`src/sv/mrfc_pkg.sv`:
```
`timescale 1ns / 1ps
// ----------------------------------------------------------------------------
// mrfc_pkg
// Shared types, codes and reset constants of the RTU frame controller.
// ----------------------------------------------------------------------------
package mrfc_pkg;

  localparam int unsigned BUFFER_DEPTH_DEF = 256;
  localparam int unsigned BYTE_W           = 8;
  localparam int unsigned GAP_W            = 24;
  localparam int unsigned LEN_W            = 9;
  localparam int unsigned FUNC_W           = 3;
  localparam int unsigned CFG_IDX_W        = 2;
  localparam int unsigned STREAM_W         = 32;

  localparam logic [GAP_W-1:0] SILENCE_MAX     = {GAP_W{1'b1}};
  localparam logic [GAP_W-1:0] LONG_GAP_RST    = 24'd58333;
  localparam logic [GAP_W-1:0] SHORT_GAP_RST   = 24'd16667;
  localparam logic             USE_DE_RST      = 1'b1;

  // Operating mode, also the controller state
  typedef enum logic [1:0] {
    MODE_IDLE = 2'd0,
    MODE_RECV = 2'd1,
    MODE_SEND = 2'd2
  } mode_e;

  // Item function codes
  typedef enum logic [FUNC_W-1:0] {
    FUNC_TICK     = 3'd0,
    FUNC_RX_BYTE  = 3'd1,
    FUNC_WR_TX    = 3'd2,
    FUNC_SEND     = 3'd3,
    FUNC_RD_RX    = 3'd4,
    FUNC_ACK      = 3'd5
  } func_e;

  // Configuration register indexes
  typedef enum logic [CFG_IDX_W-1:0] {
    CFG_LONG_GAP  = 2'd0,
    CFG_SHORT_GAP = 2'd1,
    CFG_USE_DE    = 2'd2
  } cfg_idx_e;

  typedef struct packed {
    logic [GAP_W-1:0] long_gap;
    logic [GAP_W-1:0] short_gap;
    logic             use_de;
  } cfg_t;

  typedef struct packed {
    logic [FUNC_W-1:0] func;
    logic [BYTE_W-1:0] data_byte;
    logic [BYTE_W-1:0] buf_index;
    logic [LEN_W-1:0]  send_length;
    logic              tx_space;
    logic              tx_empty;
  } item_t;

  // Result fields known at accept time; buffer bytes join in the following cycle
  typedef struct packed {
    logic             tx_valid;
    logic             rd_hit;
    logic             driver_enable;
    logic             frame_ready;
    logic [LEN_W-1:0] frame_length;
    logic             status;
    mode_e            mode;
  } res_meta_t;

endpackage

```
`src/sv/mrfc_ram.sv`:
```
`timescale 1ns / 1ps
// ----------------------------------------------------------------------------
// mrfc_ram
// Byte buffer: one write port, one read port, registered read data.
// ----------------------------------------------------------------------------
module mrfc_ram
  import mrfc_pkg::*;
#(
  parameter int unsigned DEPTH  = BUFFER_DEPTH_DEF,
  parameter int unsigned DATA_W = BYTE_W,
  localparam int unsigned ADDR_W = $clog2(DEPTH)
) (
  input  logic              clk_i,
  input  logic              wr_en_i,
  input  logic [ADDR_W-1:0] wr_addr_i,
  input  logic [DATA_W-1:0] wr_data_i,
  input  logic              rd_en_i,
  input  logic [ADDR_W-1:0] rd_addr_i,
  output logic [DATA_W-1:0] rd_data_o
);

  logic [DATA_W-1:0] mem_q [DEPTH];
  logic [DATA_W-1:0] rd_data_q;

  // write port
  always_ff @(posedge clk_i) begin
    if (wr_en_i) begin
      mem_q[wr_addr_i] <= wr_data_i;
    end
  end

  // read port, data held until the next read
  always_ff @(posedge clk_i) begin
    if (rd_en_i) begin
      rd_data_q <= mem_q[rd_addr_i];
    end
  end

  assign rd_data_o = rd_data_q;

endmodule

```
`config.mk`:
```
export PLATFORM = sky130hd
export DESIGN_NAME = mrfc_ram
export DESIGN_NICKNAME = d
export VERILOG_FILES = /design/src/sv/mrfc_pkg.sv /design/src/sv/mrfc_ram.sv
export SDC_FILE = /design/constraint.sdc
export NUM_CORES = 2
export LEC_CHECK = 0
export BUFFER_PORTS_ARGS = -buffer_cell sky130_fd_sc_hd__buf_2
export CORE_ASPECT_RATIO = 1.5
export CORE_MARGIN = 1.5
export CORE_UTILIZATION = 50
export CTS_CLUSTER_SIZE = 30
export DETAILED_ROUTE_END_ITERATION = 7
export HOLD_SLACK_MARGIN = 0.03
export PLACE_DENSITY = 0.65
export SYNTH_ARGS = -nofsm -noshare
export SYNTH_HDL_FRONTEND = slang
export SYNTH_SLANG_ARGS = --single-unit
```
`constraint.sdc`:
```
create_clock -name clk_i -period 3.18 [get_ports clk_i]
set_input_delay 0.636 -clock clk_i [delete_from_list [all_inputs] [get_ports clk_i]]
set_output_delay 0.636 -clock clk_i [all_outputs]
set_load 0.005 [all_outputs]
```
==> qor.log <==
qor: routing.number_of_drc_violations_after_detailed_routing 0
qor: global_routing.maximum_number_of_pins_on_one_net_before_global_route_repair 100
qor: final_layout.post_route_cells_drive_above_1_share 31.2%
qor: placed_design.placed_cell_area 86700 um2
qor: synthesis.synth_mux_area_share 14.6%
qor: synthesis.dominantRegCellSynth edfxtp_1
qor: placed_design.dp.cells 6245
qor: synthesis.syn_area_per_cell 21.3 um2
qor: run.drv.max_cap_violation_count 0
qor: worst_setup_path.critical_path_buf_inv_count 7
qor: synthesis.post_synth_xor_area_fraction 0%
qor: routing.routed_wire_per_std_cell 30.6 um
qor: synthesis.synth_top_family_by_area multiplexers
qor: routing.drtAntennaViolNets 0
qor: die.initial_util 50.3%
qor: clocking.cts_inserted_buffers 176
qor: sta.final_hold_viol_count 0
qor: final_layout.nNetsFinal 4369
qor: placed_design.globalplace.congestion 0.876
qor: placed_design.final_hpwl_dp 135 mm
qor: worst_setup_path.timing.critical_path.max_delay_family buffers and inverters
qor: global_routing.grt_first_pass_wirelength 291 mm
qor: clocking.clock_sink_count 2056
qor: worst_setup_path.crit_path_max_fanout 23
qor: clocking.clock_tree_from_tritoncts yes
qor: power_and_ir_drop.switching_power 11600 uW
qor: routing.number_of_iterations_in_the_first_detailed_routing_pass 6
qor: worst_setup_path.critical_path_arrival 3.72 ns
qor: synthesis.yosys-top-cells-area edfxtp_1, mux4_2, mux2i_1, nor2_1, a22oi_1
qor: worst_setup_path.timing_worst_setup_path_type in -> reg
qor: hold_path.min-delay-path-class in -> reg
qor: run_status.status complete, no violations
qor: synthesis.share_of_the_synthesized_area_in_compound_gates_ao_oa_aoi_oai 3.42%
qor: power_and_ir_drop.switching_share 21.3%
qor: sta.max_freq 319 MHz
qor: sta.maxSlewViolCount 0
qor: routing.detail_route.wirelength 201 mm
qor: final_layout.fin_util 58.4%
qor: synthesis.synth_top_cell_by_area edfxtp_1
qor: synthesis.synth_edf_count 2056
qor: routing.first_iter_violations 4870
qor: worst_setup_path.crit_path_top_delay_cell nor4_2
qor: worst_setup_path.critical_path.endpoint_type register
qor: sta.final.setup.worst_slack 0.0474 ns
qor: synthesis.yosysSeqAreaShare 77.5%
qor: die.die_width 329 um
qor: clocking.clockRootBuffer clkbuf_16
qor: synthesis.synth_top_area_share 77.5%
qor: synthesis.synth_async_sr_flop_share 0%
qor: final_layout.instances_no_fill 6572
qor: die.die_area 162000 um2
qor: clocking.clock_pin_slew_of_the_registers_on_the_worst_case_setup_and_hold_paths 0.07 ns
qor: global_routing.antenna_found_initial 10
qor: clocking.cts-htree-levels 4
qor: power_and_ir_drop.powerDensity 587 nW/um2
qor: power_and_ir_drop.power_frac_seq 55.1%
qor: global_routing.grt_use_total 25.2%
qor: die.fp-row-count 179
qor: placed_design.port-buffer-count 34
qor: placed_design.worst_slack_placed -1.00 ns
qor: power_and_ir_drop.clkPwrFrac 39.3%
qor: synthesis.synth.yosys.warnings 0
qor: synthesis.yosys.area_share.adder 0%
qor: worst_setup_path.cp_cell_instances buf_8, buf_12, buf_12, buf_12, mux4_2, o211ai_1, a21oi_1, buf_4, nor4_2, buf_4, nor4_2, buf_4
qor: routing.via_per_inst 6.16
qor: final_layout.highest_count_cells_in_the_layout_ignoring_fill_and_taps edfxtp_1, buf_4, mux4_2
qor: final_layout.commonest_non_fill_non_tap_cell_in_the_layout edfxtp_1
qor: sta.final_count_of_negative_setup_slack_endpoints 0
qor: synthesis.yosys_register_bits 2056
qor: synthesis.synthCells 3733
qor: routing.dr_total_vias 40.5k
qor: clocking.max-clock-path-buffers 3
qor: clocking.cts.hold.buffers_added 0
qor: synthesis.synth.net_count 3760
qor: sta.normalized_max_slew_margin 4.93%
qor: global_routing.grt_pass1_vias 41.3k
qor: power_and_ir_drop.vdd.ir_drop.worst 613 uV
qor: final_layout.fin_area 92400 um2
qor: sta.setup_repair_after_global_routing_missed_its_margin false
qor: clocking.insertion_delay 0.82 ns
qor: worst_setup_path.cpPeakStageDelay 0.65 ns
qor: synthesis.synth_cell_type_count 54
qor: final_layout.area_growth_syn_to_layout 16.1%
qor: power_and_ir_drop.internal-power 42700 uW
qor: die.die_h 492 um
qor: power_and_ir_drop.power.leakage 0.0297 uW
qor: sta.period_needed 3.13 ns
qor: power_and_ir_drop.share_of_power_burned_in_combinational_logic 5.6%
qor: synthesis.syn_area 79600 um2
qor: die.design.portCount 35
qor: clocking.postCtsSetupBuffers 0
qor: sta.worst_setup_skew_after_layout 0.0245 ns
qor: sta.final_critical_path_share_of_the_clock_period 98.5%
qor: worst_setup_path.required 3.76 ns
qor: worst_setup_path.start_kind input port
qor: final_layout.fillerInstances 11.3k
qor: synthesis.synth_simple_gate_area_share 2.63%
qor: global_routing.grt_overflow 0
qor: die.core_region_area 158000 um2
qor: sta.timing_worst_slew_pin_value 1.39 ns
-- layer usage --
layer  track usage [%]  wire length, um
met1              32.0            73800
met5                 0               32
met3              4.07            14000
met4              9.48             8180
met2              43.5           105000
-- per-stage QoR --
step | total power [uW] | TNS, ns | hold WS, ns
4_1_cts | 54600 | 0 | 0.193
3_5_place_dp | 33500 | -4.48 | 1.08
6_report | 54300 | 0 | 0.233
2_1_floorplan | 31900 | 0 | 0.735
3_3_place_gp | 33500 | -4.24 | 1.07
5_1_grt | 55700 | 0 | 0.213
-- kinds of logic (layout without fill, tap and decap cells) --
logic type / count (synthesis) / in the layout
AO/OA/AOI/OAI: 385 / 385
buffers and inverters: 235 / 986
flip-flops: 2056 / 2056
multiplexers: 591 / 591
other: 0 / 7
AND/OR/NAND/NOR: 466 / 466
-- flip-flops by register name, summed over array words and instances (netlist names) --
name,count
mem_q,2048
rd_data_o,8
-- power by group through the flow --
stage,clock network [uW],logic (uW),registers (uW)
floorplan,0,1450,30500
global placement,0,3020,30500
detailed placement,0,3060,30500
CTS,21700,3070,29900
global route,22600,3190,29900
finish,21300,3050,29900
-- synth_stat cells (3+ instances only) --
library cell / number
nor4_1: 24
mux4_2: 454
nand4_1: 10
a22oi_1: 133
o21ai_0: 10
o22a_1: 5
nor2_1: 282
o221ai_1: 46
nand2_1: 33
o32ai_1: 4
nor4_2: 3
or2_2: 4
a221oi_1: 13
nor3_1: 22
buf_2: 31
o211ai_1: 10
buf_8: 13
buf_4: 27
buf_6: 21
and2_1: 6
a22o_1: 8
buf_12: 8
o22ai_1: 28
edfxtp_1: 2056
nand3_1: 34
buf_1: 22
nor2b_1: 31
a21oi_1: 96
mux2i_1: 134
nand2b_1: 8
clkbuf_1: 111
a211oi_1: 16
-- final cells by class --
class	instances	area [um2]	area share, %
repair buffers	664	5850	6.33
diodes	7	17.5	0.0190
flip-flops and latches	2056	61700	66.8
inverters	2	7.51	0.00812
multi-input cells	1442	16500	17.9
well taps	2081	2600	2.82
clock inverters	109	1140	1.24
clock buffers	211	4540	4.91
-- final timing paths --
path	from	endpoint	slack [ns]	cells after the start
min	wr_data_i[7]	mem_q[121][7]$_DFFE_PP_	0.23	1
max	rd_addr_i[0]	rd_data_o[2]$_DFFE_PP_	0.05	12
min reg2reg	mem_q[191][0]$_DFFE_PP_	rd_data_o[0]$_DFFE_PP_	1.25	5
max reg2reg	mem_q[64][2]$_DFFE_PP_	rd_data_o[2]$_DFFE_PP_	0.19	7
-- repair_timing --
item	4_1_cts	5_1_grt
gates cloned	0	0
resized for setup	1	2
endpoints found under the setup margin	1	1
pin swaps	0	0
-- worst reg2reg max path, delay by kind of cell, from the launching register on --
family        cells  cell delay (ns)
flops             1             0.37
simple gates      3             1.04
buf+inv           2             0.40
mux               2             0.95
(Power assumes the default switching activity.)
