[config.mk]
export PLATFORM = sky130hd
export DESIGN_NAME = mrfc_ctrl
export DESIGN_NICKNAME = d
export VERILOG_FILES = /design/src/sv/mrfc_pkg.sv /design/src/sv/mrfc_ctrl.sv
export SDC_FILE = /design/constraint.sdc
export NUM_CORES = 1
export LEC_CHECK = 0
export BUFFER_PORTS_ARGS = -buffer_cell sky130_fd_sc_hd__buf_2
export CORE_UTILIZATION = 54
export CTS_CLUSTER_DIAMETER = 200
export DETAILED_ROUTE_END_ITERATION = 8
export GPL_ROUTABILITY_DRIVEN = 0
export GPL_TIMING_DRIVEN = 1
export PLACE_DENSITY = 0.82
export SYNTH_ARGS = -nofsm -noshare
export SYNTH_HDL_FRONTEND = slang
export SYNTH_SLANG_ARGS = --single-unit
export TNS_END_PERCENT = 10
[constraint.sdc]
create_clock -name clk_i -period 3.8 [get_ports clk_i]
set_input_delay 0.19 -clock clk_i [delete_from_list [all_inputs] [get_ports clk_i]]
set_output_delay 0.19 -clock clk_i [all_outputs]
set_load 0.02 [all_outputs]
[src/sv/mrfc_pkg.sv]
`timescale 1ns / 1ps
// ----------------------------------------------------------------------------
// mrfc_pkg
// Shared types, codes and reset constants of the RTU frame controller.
// ----------------------------------------------------------------------------
package mrfc_pkg;

  localparam int unsigned BUFFER_DEPTH_DEF = 256;
  localparam int unsigned BYTE_W           = 8;
  localparam int unsigned GAP_W            = 24;
  localparam int unsigned LEN_W            = 9;
  localparam int unsigned FUNC_W           = 3;
  localparam int unsigned CFG_IDX_W        = 2;
  localparam int unsigned STREAM_W         = 32;

  localparam logic [GAP_W-1:0] SILENCE_MAX     = {GAP_W{1'b1}};
  localparam logic [GAP_W-1:0] LONG_GAP_RST    = 24'd58333;
  localparam logic [GAP_W-1:0] SHORT_GAP_RST   = 24'd16667;
  localparam logic             USE_DE_RST      = 1'b1;

  // Operating mode, also the controller state
  typedef enum logic [1:0] {
    MODE_IDLE = 2'd0,
    MODE_RECV = 2'd1,
    MODE_SEND = 2'd2
  } mode_e;

  // Item function codes
  typedef enum logic [FUNC_W-1:0] {
    FUNC_TICK     = 3'd0,
    FUNC_RX_BYTE  = 3'd1,
    FUNC_WR_TX    = 3'd2,
    FUNC_SEND     = 3'd3,
    FUNC_RD_RX    = 3'd4,
    FUNC_ACK      = 3'd5
  } func_e;

  // Configuration register indexes
  typedef enum logic [CFG_IDX_W-1:0] {
    CFG_LONG_GAP  = 2'd0,
    CFG_SHORT_GAP = 2'd1,
    CFG_USE_DE    = 2'd2
  } cfg_idx_e;

  typedef struct packed {
    logic [GAP_W-1:0] long_gap;
    logic [GAP_W-1:0] short_gap;
    logic             use_de;
  } cfg_t;

  typedef struct packed {
    logic [FUNC_W-1:0] func;
    logic [BYTE_W-1:0] data_byte;
    logic [BYTE_W-1:0] buf_index;
    logic [LEN_W-1:0]  send_length;
    logic              tx_space;
    logic              tx_empty;
  } item_t;

  // Result fields known at accept time; buffer bytes join in the following cycle
  typedef struct packed {
    logic             tx_valid;
    logic             rd_hit;
    logic             driver_enable;
    logic             frame_ready;
    logic [LEN_W-1:0] frame_length;
    logic             status;
    mode_e            mode;
  } res_meta_t;

endpackage

[src/sv/mrfc_ctrl.sv]
`timescale 1ns / 1ps
// ----------------------------------------------------------------------------
// mrfc_ctrl
// Mode state machine, counters and buffer access decode per transfer.
// ----------------------------------------------------------------------------
module mrfc_ctrl
  import mrfc_pkg::*;
#(
  parameter int unsigned DEPTH  = BUFFER_DEPTH_DEF,
  localparam int unsigned ADDR_W = $clog2(DEPTH),
  localparam int unsigned CNT_W  = $clog2(DEPTH + 1)
) (
  input  logic              clk_i,
  input  logic              rst_ni,
  input  logic              accept_i,
  input  item_t             item_i,
  input  cfg_t              cfg_i,
  output res_meta_t         meta_o,
  output logic              rx_wr_en_o,
  output logic [ADDR_W-1:0] rx_wr_addr_o,
  output logic              rx_rd_en_o,
  output logic [ADDR_W-1:0] rx_rd_addr_o,
  output logic              tx_wr_en_o,
  output logic [ADDR_W-1:0] tx_wr_addr_o,
  output logic              tx_rd_en_o,
  output logic [ADDR_W-1:0] tx_rd_addr_o
);

  localparam int unsigned CMP_W = (CNT_W > LEN_W) ? CNT_W : LEN_W;
  localparam logic [CMP_W-1:0] DEPTH_C = CMP_W'(DEPTH);
  localparam logic [CNT_W-1:0] DEPTH_N = CNT_W'(DEPTH);
  localparam logic [CNT_W-1:0] LAST_N  = CNT_W'(DEPTH - 1);

  mode_e            mode_q, mode_d;
  logic [CNT_W-1:0] rx_cnt_q, rx_cnt_d;
  logic [CNT_W-1:0] tx_cnt_q, tx_cnt_d;
  logic [CNT_W-1:0] tx_pos_q, tx_pos_d;
  logic [GAP_W-1:0] sil_q, sil_d;
  logic             ready_q, ready_d;

  logic [GAP_W-1:0] sil_inc;
  logic [CMP_W-1:0] idx_ext;
  logic [CMP_W-1:0] len_ext;
  logic             idx_ok;
  logic [CNT_W-1:0] rx_base;
  logic [CNT_W-1:0] rx_wr_idx;
  logic             tx_issue;
  logic             status;

  assign sil_inc = (sil_q == SILENCE_MAX) ? sil_q : sil_q + GAP_W'(1);
  assign idx_ext = CMP_W'(item_i.buf_index);
  assign len_ext = CMP_W'(item_i.send_length);
  assign idx_ok  = idx_ext < DEPTH_C;
  assign rx_base = (mode_q == MODE_IDLE) ? '0 : rx_cnt_q;
  assign rx_wr_idx = (rx_base >= DEPTH_N) ? LAST_N : rx_base;

  // state register
  always_ff @(posedge clk_i or negedge rst_ni) begin
    if (!rst_ni) begin
      mode_q   <= MODE_IDLE;
      rx_cnt_q <= '0;
      tx_cnt_q <= '0;
      tx_pos_q <= '0;
      sil_q    <= '0;
      ready_q  <= 1'b0;
    end else begin
      mode_q   <= mode_d;
      rx_cnt_q <= rx_cnt_d;
      tx_cnt_q <= tx_cnt_d;
      tx_pos_q <= tx_pos_d;
      sil_q    <= sil_d;
      ready_q  <= ready_d;
    end
  end

  // next state and buffer requests
  always_comb begin
    mode_d     = mode_q;
    rx_cnt_d   = rx_cnt_q;
    tx_cnt_d   = tx_cnt_q;
    tx_pos_d   = tx_pos_q;
    sil_d      = sil_q;
    ready_d    = ready_q;
    tx_issue   = 1'b0;
    status     = 1'b0;
    rx_wr_en_o = 1'b0;
    rx_rd_en_o = 1'b0;
    tx_wr_en_o = 1'b0;
    if (accept_i) begin
      case (item_i.func)
        FUNC_TICK: begin
          sil_d = sil_inc;
          if (mode_q == MODE_RECV) begin
            if (sil_inc > cfg_i.long_gap) begin
              ready_d = 1'b1;
              mode_d  = MODE_IDLE;
            end
          end else if (mode_q == MODE_SEND) begin
            if (tx_pos_q < tx_cnt_q) begin
              if (item_i.tx_space) begin
                tx_issue = 1'b1;
                tx_pos_d = tx_pos_q + CNT_W'(1);
                sil_d    = '0;
              end
            end else if (sil_inc > cfg_i.short_gap && item_i.tx_empty) begin
              mode_d = MODE_IDLE;
            end
          end
        end
        FUNC_RX_BYTE: begin
          // half duplex: bytes seen while sending are dropped
          if (mode_q != MODE_SEND) begin
            sil_d      = '0;
            mode_d     = MODE_RECV;
            rx_wr_en_o = 1'b1;
            rx_cnt_d   = rx_wr_idx + CNT_W'(1);
          end
        end
        FUNC_WR_TX: begin
          tx_wr_en_o = idx_ok;
        end
        FUNC_SEND: begin
          if (mode_q != MODE_IDLE || item_i.send_length == '0) begin
            status = 1'b1;
          end else begin
            tx_cnt_d = (len_ext > DEPTH_C) ? DEPTH_N : CNT_W'(len_ext);
            tx_pos_d = '0;
            sil_d    = '0;
            mode_d   = MODE_SEND;
          end
        end
        FUNC_RD_RX: begin
          rx_rd_en_o = idx_ok;
        end
        FUNC_ACK: begin
          ready_d = 1'b0;
        end
        default: begin
        end
      endcase
    end
  end

  assign tx_rd_en_o   = tx_issue;
  assign rx_wr_addr_o = rx_wr_idx[ADDR_W-1:0];
  assign rx_rd_addr_o = idx_ext[ADDR_W-1:0];
  assign tx_wr_addr_o = idx_ext[ADDR_W-1:0];
  assign tx_rd_addr_o = tx_pos_q[ADDR_W-1:0];

  // result fields after the update
  always_comb begin
    meta_o.tx_valid      = tx_issue;
    meta_o.rd_hit        = rx_rd_en_o;
    meta_o.driver_enable = (mode_d == MODE_SEND) && cfg_i.use_de;
    meta_o.frame_ready   = ready_d;
    meta_o.frame_length  = LEN_W'(rx_cnt_d);
    meta_o.status        = status;
    meta_o.mode          = mode_d;
  end

endmodule

==> results of run 1 <==
## synthesized netlist by cell type (2+ instances only)
cell type	instances
nor3b_2	2
o211ai_1	3
nand4_2	3
buf_2	7
dfrtp_1	54
a41oi_1	2
a221o_1	2
nor2_1	39
nand4_1	17
a22o_1	6
xnor2_1	12
o21ai_0	33
a211oi_1	3
inv_1	60
o31ai_1	4
nand4b_1	2
or4_1	2
o21ai_1	4
nor3_1	10
a31oi_1	21
and2_1	2
buf_4	29
and4_1	4
nor4_1	5
a21o_1	8
a21boi_0	2
nand3_1	20
or2_1	2
or3_1	4
clkbuf_1	11
nand3b_1	7
a21oi_1	40
nor2b_1	6
nor3b_1	3
mux2i_1	2
nand2b_1	7
ha_1	59
and3_1	3
xor2_1	15
nand2_1	49
nor2_4	2
## path summary, 6_finish.rpt
path / start / endpoint
worst max-delay path: sil_q[16]$_DFFE_PN0P_ / meta_o[13]
worst min-delay path: item_i[5] / tx_cnt_q[3]$_DFFE_PN0P_
worst max register to register: sil_q[10]$_DFFE_PN0P_ / ready_q$_DFF_PN0_
worst min register to register: tx_pos_q[8]$_DFFE_PN0P_ / tx_pos_q[8]$_DFFE_PN0P_
max in group asynchronous: rst_ni / rx_cnt_q[7]$_DFF_PN0_
min in group asynchronous: rst_ni / tx_pos_q[7]$_DFFE_PN0P_
## layout by cell type (no fill, tap or decap), drive strengths merged, types with 4 or more instances in the layout
cell    synthesis  routed
nand2b          8       8
nor3           11      11
buf            37     155
dfrtp          54      54
and3            4       4
xor2           15      15
and4            4       4
or3             4       4
clkbuf         11       5
ha             59      59
a31oi          21      21
nor2b           6       6
nor2           42      42
a21oi          40      40
nand4          20      20
nor4            6       6
nor3b           5       5
o31ai           4       4
xnor2          12      12
inv            60      62
o21ai          37      37
a22o            6       6
nand2          50      50
nand3b          7       7
a21o            8       8
nand3          20      20
## layer usage
| layer | GRT usage, % | up-vias | part of all wire, % |
|---|---|---|---|
| li1 | - | 2316 | - |
| met1 | 33.62 | 2309 | 40 |
| met2 | 48.59 | 230 | 50 |
| met3 | 3.453 | 59 | 6.2 |
| met4 | 13.66 | 0 | 4.4 |
| met5 | 0 | - | 0 |
## worst max-delay path, stage by stage, from the launching register on
cell and delay [ns]:
dfrtp_1 0.37, nand4_1 0.21, nor4_4 0.38, a311o_1 0.38, buf_6 0.19, nor2_2 0.07
xor2_2 0.15, buf_4 0.15, ha_4 0.21, a21o_1 0.15, nand3_1 0.07, o211ai_1 0.12
a211oi_2 0.35, a31oi_2 0.19, a211oi_2 0.26, buf_4 0.19
## kinds of logic (layout without fill, tap and decap cells)
logic type                 count (synthesis)  in the layout  synth area share [%]
xor gates and xnor gates                  27             27                 4.845
adders and majority gates                 59             59                 15.12
buffers and inverters                    108            224                 10.87
and+or+nand+nor                          202            202                 23.07
muxes                                      3              3                0.6409
DFF                                       54             54                 27.69
AOI/OAI and AO/OA                        140            140                 17.77
## through the flow
| stage | hold WS, ns | cell area (um2) | instances |
|---|---|---|---|
| after floorplan | -0.1056 | 4881 | 593 |
| after global placement | 0.1460 | 5430 | 782 |
| after detailed placement | 0.1591 | 5430 | 782 |
| after CTS | 0.1229 | 5783 | 810 |
| after global routing | 0.1332 | 6045 | 817 |
| final | 0.1177 | 6045 | 817 |
## power breakdown
part	internal, mW	switching [mW]	total (mW)
combinational	0.289	0.414	0.703
sequential	0.656	0.0539	0.710
clock	0.138	0.223	0.361
## registers in the layout, summed over array words and instances, names as in the netlist
signal,cells
ready_q,1
tx_pos_q,9
sil_q,24
rx_cnt_q,9
tx_cnt_q,9
mode_q,2
## final cells by class
cell class / count / area share, %
multi-input cells: 431 / 54.36
flip-flops and latches: 54 / 22.36
repair buffers: 156 / 15.71
inverters: 60 / 3.726
well taps: 108 / 2.236
clock buffers: 5 / 1.138
clock inverters: 3 / 0.4761
## repair_timing
action                                  4_1_cts  5_1_grt
hold buffers                                  1        0
pin swaps                                    23       31
endpoints found under the setup margin        4        4
gates resized for setup                      26       37
buffers inserted                             19        7
endpoints found under the hold margin        18        0
==> metrics, run 1 <==
worst hold-check path type primary input to flop; status complete, but fails checks; WL final roughly 14000 um; post-DP HPWL 9597 um; Netlist Area Pre-Place 4881 um2; wire length of the first global-routing pass 21350 um; Synth top area share between 20% and 30%; total CTS buffers 5; number of top-level pins between 100 and 150; crit-path max FO 6; Num Clock Sinks 54; fmax roughly 250 MHz; Reg2Reg Setup Slack 0.34 ns; post-layout util 69.31%; final setup violating endpoints 4; DR iter-0 viols 330; antenna cells 0; period utilization 103.6%; Worst Tran Pin Value 0.9993 ns; overall power about 1.8 mW; Tmin final 3.935 ns; Core Footprint 8721 um2; max-cap violations 0; clock-pin slew of the registers on the worst-case setup and hold paths 0.11 ns; die area 9423 um2; depth of the CTS H-tree 2; reg2reg path depth 15; setup tns final -0.2949 ns; Clock Skew roughly 0.015 ns; Synth Flop Type dfrtp_1; Worst Setup Start Kind flop; port buffer count ~100; pwr/cell area 293.5 nW/um2; area occupied by multi-input gates about 3300 um2; layout cells sized above 1 31.45%; drt pass-1 iters 5; DRC Markers 0; Avg Cell Area, Syn roughly 8.2 um2; clock root cell clkbuf_8; worst path required time 3.61 ns; Post-synth EDFFs 0; yosys warns 0; Max VDD drop 0.1914 mV; Setup WS post-layout -0.1351 ns; Initial Util a little under three fifths; largest net degree at the start of global routing 40; P_leak roughly 3.3 nW; Worst-Skew Late Latency 0.34 ns; initial antenna violation count 0; Layout Area Growth over Synthesis 23.84%; Net count, final 849; vias in the first global route 4653; CP endpoint kind primary output; Setup Crit Path Kind flop to primary output; violated checks negative setup slack; Overflow after GRT 0; register area share after synthesis 27.69%; DRT antenna net count 0; drt via density between 6 and 7; count of different cell masters after synthesis 68; Place WS 0.06645 ns; Via Count between 4000 and 5000; RSZ-0062 raised after global routing yes; Die Y 97.07 um; overall routing resource usage 27.77%; Yosys top cell by area dfrtp_1; Final Hold Viols 0; Slew HR between 30% and 40%; synthesized instance count 593; Area contributors post-synth dfrtp_1, ha_1, inv_1; CTS tree yes; Post-synth ARST share 100.0%; Fill cells roughly 630; nets in the synthesized netlist 734; worst hold stages 3; Die Wd 97.07 um; clock tree buffer depth 2; Arrival @ worst endpoint 3.75 ns; Slew Limit Fails 0; Rows 34; Seq cells post-synth 54; WL/cell ~17 um; Reg area about 1400 um2
Note: power is estimated with default switching activity, not from simulation.
==> run 2, diff against run 1 <==
--- a/config.mk
+++ b/config.mk
@@ -6,12 +6,11 @@
 export NUM_CORES = 1
 export LEC_CHECK = 0
 export BUFFER_PORTS_ARGS = -buffer_cell sky130_fd_sc_hd__buf_2
-export CORE_UTILIZATION = 54
+export CORE_UTILIZATION = 35
 export CTS_CLUSTER_DIAMETER = 200
 export DETAILED_ROUTE_END_ITERATION = 8
 export GPL_ROUTABILITY_DRIVEN = 0
 export GPL_TIMING_DRIVEN = 1
-export PLACE_DENSITY = 0.82
 export SYNTH_ARGS = -nofsm -noshare
 export SYNTH_HDL_FRONTEND = slang
 export SYNTH_SLANG_ARGS = --single-unit
==> constraint.sdc (replaced) <==
create_clock -name clk_i -period 3.8 [get_ports clk_i]
set_input_delay 0.76 -clock clk_i [delete_from_list [all_inputs] [get_ports clk_i]]
set_output_delay 0.76 -clock clk_i [all_outputs]
set_load 0.1 [all_outputs]
==> metrics, run 2 (synthesis gave the netlist of run 1 again) <==
status complete, but fails checks; violated checks negative setup slack; CP endpoint kind primary output; vias in the first global route 4540 (-2.4%); Die Y 120.1 um (+24%); Num Clock Sinks 54 (unchanged); overall power 2.144 mW (+21%); worst path required time 3.04 ns (-0.57 ns); Min Hold Slack 0.4862 ns (+0.3685 ns); area occupied by multi-input gates 3341 um2 (+1.7%); setup tns final -2.694 ns (-2.399 ns); WL/cell 14.91 um (-11%); DRC Markers 0 (unchanged); antenna cells 0 (unchanged); drt pass-1 iters 4 (-1); reg2reg path depth 13 (-2); fin cells 904 (+11%); crit-path max FO 3 (-3); Overflow after GRT 0 (unchanged); post-DP HPWL 10430 um (+8.7%); depth of the CTS H-tree 2 (unchanged); GRT met1 Usage 24.53% (-9.1 points); Tmin final 4.534 ns (+0.5991 ns); Die Wd 120.1 um (+24%); Worst Tran Pin Value 0.8152 ns (-0.1840 ns); clock tree buffer depth 2 (unchanged); layout cells sized above 1 32.97% (+1.5 points); worst hold stages 2 (-1); Initial Util 36.42% (-20 points); port buffer count 101 (unchanged); number of top-level pins 134 (unchanged); Final Hold Viols 0 (unchanged); CTS tree yes; pwr/cell area 334.5 nW/um2 (+14%); Worst-Skew Late Latency 0.30 ns (-0.04 ns); period utilization 119.3% (+16 points); post-layout util 47.83% (-21 points); GR Util met3 3.470% (+0.016 points); Worst Setup Start Kind flop; Net count, final 869 (+2.4%); grt met2 use 32.04% (-17 points); wire length of the first global-routing pass 21870 um (+2.4%); Place WS -0.4770 ns (-0.5434 ns); Setup Crit Path Kind flop to primary output; Top Usage Layer GRT met2; Max VDD drop 0.6593 mV (+240%); clock root cell clkbuf_16; Clock Skew 0.005716 ns (-0.009083 ns); # hold bufs at CTS 0 (-1); max reg flops 24 (unchanged); Arrival @ worst endpoint 3.77 ns (+0.02 ns); die area 14420 um2 (+53%); most frequent cells in the layout buf_2, buf_4, inv_1; Core Footprint 13400 um2 (+54%); most common cell after layout, fill and taps aside buf_2; Reg area 1351 um2 (unchanged); final setup violating endpoints 4 (unchanged); post-route design area 6410 um2 (+6.0%); Top reg by flops sil_q; DR iter-0 viols 189 (-43%); Setup WS post-layout -0.7342 ns (-0.5991 ns); worst hold-check path type flop to flop; dpl cells 892 (+14%); DRT antenna net count 0 (unchanged); Layout Area Growth over Synthesis 31.33%; max-cap violations 0 (unchanged); Fill cells 1293 (+100%); Via Count 4657 (-5.2%); Area after DPL 6030 um2 (+11%); clock-pin slew of the registers on the worst-case setup and hold paths 0.07 ns (-0.04 ns); Slew HR 45.65% (+12 points); total CTS buffers 5 (unchanged); Slew Limit Fails 0 (unchanged); RSZ-0062 raised after global routing yes; P_leak 3.416 nW (+4.9%); drt via density 5.152 (-14%); fmax 220.5 MHz (-13%); initial antenna violation count 0 (unchanged); largest net degree at the start of global routing 40 (unchanged); WL final 13480 um (-1.9%); Rows 42 (+24%); overall routing resource usage 18.95% (-8.8 points)
## run 2: final timing paths
path                            slack [ns]                      end                     from
worst max-delay path                 -0.73               meta_o[13]     sil_q[5]$_DFFE_PN0P_
worst min-delay path                  0.49  tx_cnt_q[0]$_DFFE_PN0P_  tx_cnt_q[0]$_DFFE_PN0P_
worst max register to register        0.44        ready_q$_DFF_PN0_     sil_q[5]$_DFFE_PN0P_
worst min register to register        0.49  tx_cnt_q[0]$_DFFE_PN0P_  tx_cnt_q[0]$_DFFE_PN0P_
max in group asynchronous             2.45     sil_q[9]$_DFFE_PN0P_                   rst_ni
min in group asynchronous             0.55  tx_cnt_q[3]$_DFFE_PN0P_                   rst_ni
## run 2: layer usage
| metal | vias to the layer above | routed length (um) |
|---|---|---|
| li1 | 2344 | - |
| met1 | 2166 | 6224 |
| met2 | 131 | 6350 |
| met3 | 16 | 716 |
| met4 | 0 | 191 |
| met5 | - | 0 |
## run 2: cell type report
cell class / instances / share of cell area (%)
Clock inverter: 1 / 0.1171
Timing Repair Buffer: 176 / 17.72
Tap cell: 176 / 3.435
Inverter: 60 / 3.514
Sequential cell: 54 / 21.08
Multi-Input combinational cell: 431 / 52.12
Clock buffer: 6 / 2.011
## run 2: timing repair
action | in CTS | in global routing
pin swaps | 12 | 19
resized for setup | 15 | 20
setup endpoints to repair | 4 | 5
setup buffers | 4 | 1
## run 2: where the power goes
part           switching [mW]  internal [mW]
sequential             0.0527          0.656
combinational           0.647          0.333
clock                   0.214          0.242
## run 2: critical path: stages (launching register included)
cell	delay [ns]
dfrtp_1	0.34
and4_4	0.26
nand4_4	0.11
a311o_1	0.32
buf_4	0.15
or2_4	0.24
buf_4	0.15
xnor2_2	0.14
ha_1	0.31
nand4_1	0.15
nor4_2	0.34
buf_4	0.19
a21oi_1	0.06
o21ai_1	0.14
a31oi_4	0.08
a211oi_4	0.28
buf_12	0.21
==> run 3, diff against run 2 <==
--- a/config.mk
+++ b/config.mk
@@ -6,11 +6,12 @@
 export NUM_CORES = 1
 export LEC_CHECK = 0
 export BUFFER_PORTS_ARGS = -buffer_cell sky130_fd_sc_hd__buf_2
-export CORE_UTILIZATION = 35
+export CORE_UTILIZATION = 54
 export CTS_CLUSTER_DIAMETER = 200
 export DETAILED_ROUTE_END_ITERATION = 8
 export GPL_ROUTABILITY_DRIVEN = 0
 export GPL_TIMING_DRIVEN = 1
+export PLACE_DENSITY = 0.82
 export SYNTH_ARGS = -nofsm -noshare
 export SYNTH_HDL_FRONTEND = slang
 export SYNTH_SLANG_ARGS = --single-unit
==> metrics, run 3 (synthesis gave the netlist of run 1 again) <==
Max VDD drop 0.5764 mV (-13%); most common cell after layout, fill and taps aside buf_2; violated checks negative setup slack; Clock Skew 0.007341 ns (+0.001625 ns); critical-path cell list and4_4 > nand4_4 > a311o_1 > buf_6 > nand2b_4 > xnor2_2 > buf_4 > ha_1 > a21oi_1 > o211ai_1 > a211oi_2 > a31oi_4 > a211oi_4 > buf_12; layout cells sized above 1 37.12% (+4.1 points); Worst path max stage delay 0.41 ns (+0.07 ns); wire length of the first global-routing pass 22220 um (+1.6%); CP endpoint kind primary output; DRT antenna net count 0 (unchanged); Worst Tran Pin Value 1.071 ns (+0.2558 ns); antenna cells 0 (unchanged); WL/cell 16.67 um (+12%); post-route design area 6535 um2 (+2.0%); Die Wd 97.07 um (-19%); port buffer count 101 (unchanged); drt via density 5.905 (+15%); Rows 34 (-19%); GRT met1 Usage 35.78% (+11 points); WL final 14290 um (+6.0%); die area 9423 um2 (-35%); fmax 215.3 MHz (-2.4%); Worst-Skew Late Latency 0.31 ns (about the same); most frequent cells in the layout buf_2, buf_4, inv_1; Setup Crit Path Kind flop to primary output; final setup violating endpoints 4 (unchanged); max-cap violations 0 (unchanged); Num Clock Sinks 54 (unchanged); vias in the first global route 4819 (+6.1%); max reg flops 24 (unchanged); Arrival @ worst endpoint 3.88 ns (+0.11 ns); drt pass-1 iters 5 (+1); clock-pin slew of the registers on the worst-case setup and hold paths 0.10 ns (+0.03 ns); Critical Path Slowest Stage Cell a311o_1; total CTS buffers 5 (unchanged); worst hold-check path type primary input to asynchronous set/reset pin; Setup WS post-layout -0.8444 ns (-0.1102 ns); # hold bufs at CTS 0 (unchanged); pwr/cell area 315.8 nW/um2 (-5.6%); reg2reg path depth 18 (+5); worst path required time 3.04 ns (about the same); clock root cell clkbuf_8; largest net degree at the start of global routing 40 (unchanged); Via Count 5061 (+8.7%); status complete, but fails checks; GR Util met3 4.676% (+1.2 points); crit-path max FO 6 (+3); Tmin final 4.644 ns (+0.1102 ns); CTS tree yes; Net count, final 889 (+2.3%); depth of the CTS H-tree 2 (unchanged); Min Hold Slack 0.4982 ns (+0.01202 ns); overall power 2.063 mW (-3.7%); Slew Limit Fails 0 (unchanged); post-DP HPWL 10200 um (-2.3%); P_leak 3.505 nW (+2.6%); Top Usage Layer GRT met2; number of top-level pins 134 (unchanged); overall routing resource usage 28.41% (+9.5 points); Layout Area Growth over Synthesis 33.89%; Core Footprint 8721 um2 (-35%); Worst Setup Start Kind flop; DRC Markers 0 (unchanged); Top reg by flops sil_q; initial antenna violation count 0 (unchanged); period utilization 122.2% (+2.9 points); Area after DPL 5967 um2 (-1.0%); RSZ-0062 raised after global routing yes; clock tree buffer depth 2 (unchanged); Overflow after GRT 0 (unchanged); DR iter-0 viols 302 (+60%); grt met2 use 49.73% (+18 points); Initial Util 55.97% (+20 points); Final Hold Viols 0 (unchanged); Slew HR 28.60% (-17 points); Die Y 97.07 um (-19%); setup tns final -3.185 ns (-0.4918 ns)
## run 3: what timing repair did
item	CTS	global route
endpoints found under the hold margin	0	0
setup endpoints to repair	4	5
resized for setup	33	27
cloned	0	0
pin swaps	27	30
buffers inserted	8	12
## run 3: metal layers
metal / part of all wire (%) / up-vias
met1: 41 / 2432
li1: - / 2390
met2: 51 / 216
met5: 0 / -
met3: 6.6 / 23
met4: 1.7 / 0
## run 3: metrics by stage
step / instances / setup WS, ns / utilization, %
finish: 857 / -0.8444 / 74.94
detailed placement: 829 / -0.4998 / 68.42
global route: 857 / -0.9333 / 74.94
global placement: 829 / -0.4609 / 68.42
floorplan: 593 / -0.5972 / -
CTS: 845 / -0.7206 / 71.81
## run 3: critical path, delay by kind of cell, from the launching register on
family,cells,cell delay (ns)
buffers and inverters,3,0.54
xor gates and xnor gates,1,0.25
DFF,1,0.38
AOI/OAI and AO/OA,6,1.62
and+or+nand+nor,3,0.52
adders and majority gates,1,0.26
## run 3: final timing paths
check                                         from                 endpoint  slack [ns]
setup / recovery              sil_q[3]$_DFFE_PN0P_               meta_o[13]       -0.84
hold / removal                              rst_ni    sil_q[11]$_DFFE_PN0P_        0.50
setup reg to reg              sil_q[3]$_DFFE_PN0P_      mode_q[0]$_DFF_PN0_        0.19
hold reg to reg            tx_cnt_q[0]$_DFFE_PN0P_  tx_cnt_q[0]$_DFFE_PN0P_        0.50
max in group asynchronous                   rst_ni  tx_cnt_q[5]$_DFFE_PN0P_        2.51
min in group clk_i         tx_cnt_q[0]$_DFFE_PN0P_  tx_cnt_q[0]$_DFFE_PN0P_        0.50
## run 3: cell type report
type | instances | area, um2
clock inverters | 2 | 13.76
fillers | 582 | 2186
flip-flops and latches | 54 | 1351
inverters | 60 | 225.2
clock buffers | 6 | 72.57
multi-input cells | 431 | 3452
well taps | 108 | 135.1
repair buffers | 196 | 1285
## run 3: where the power goes
group          leakage, nW  internal (mW)  switching, mW
clock               0.0452          0.131          0.200
combinational         2.74          0.353          0.670
sequential           0.724          0.656         0.0546
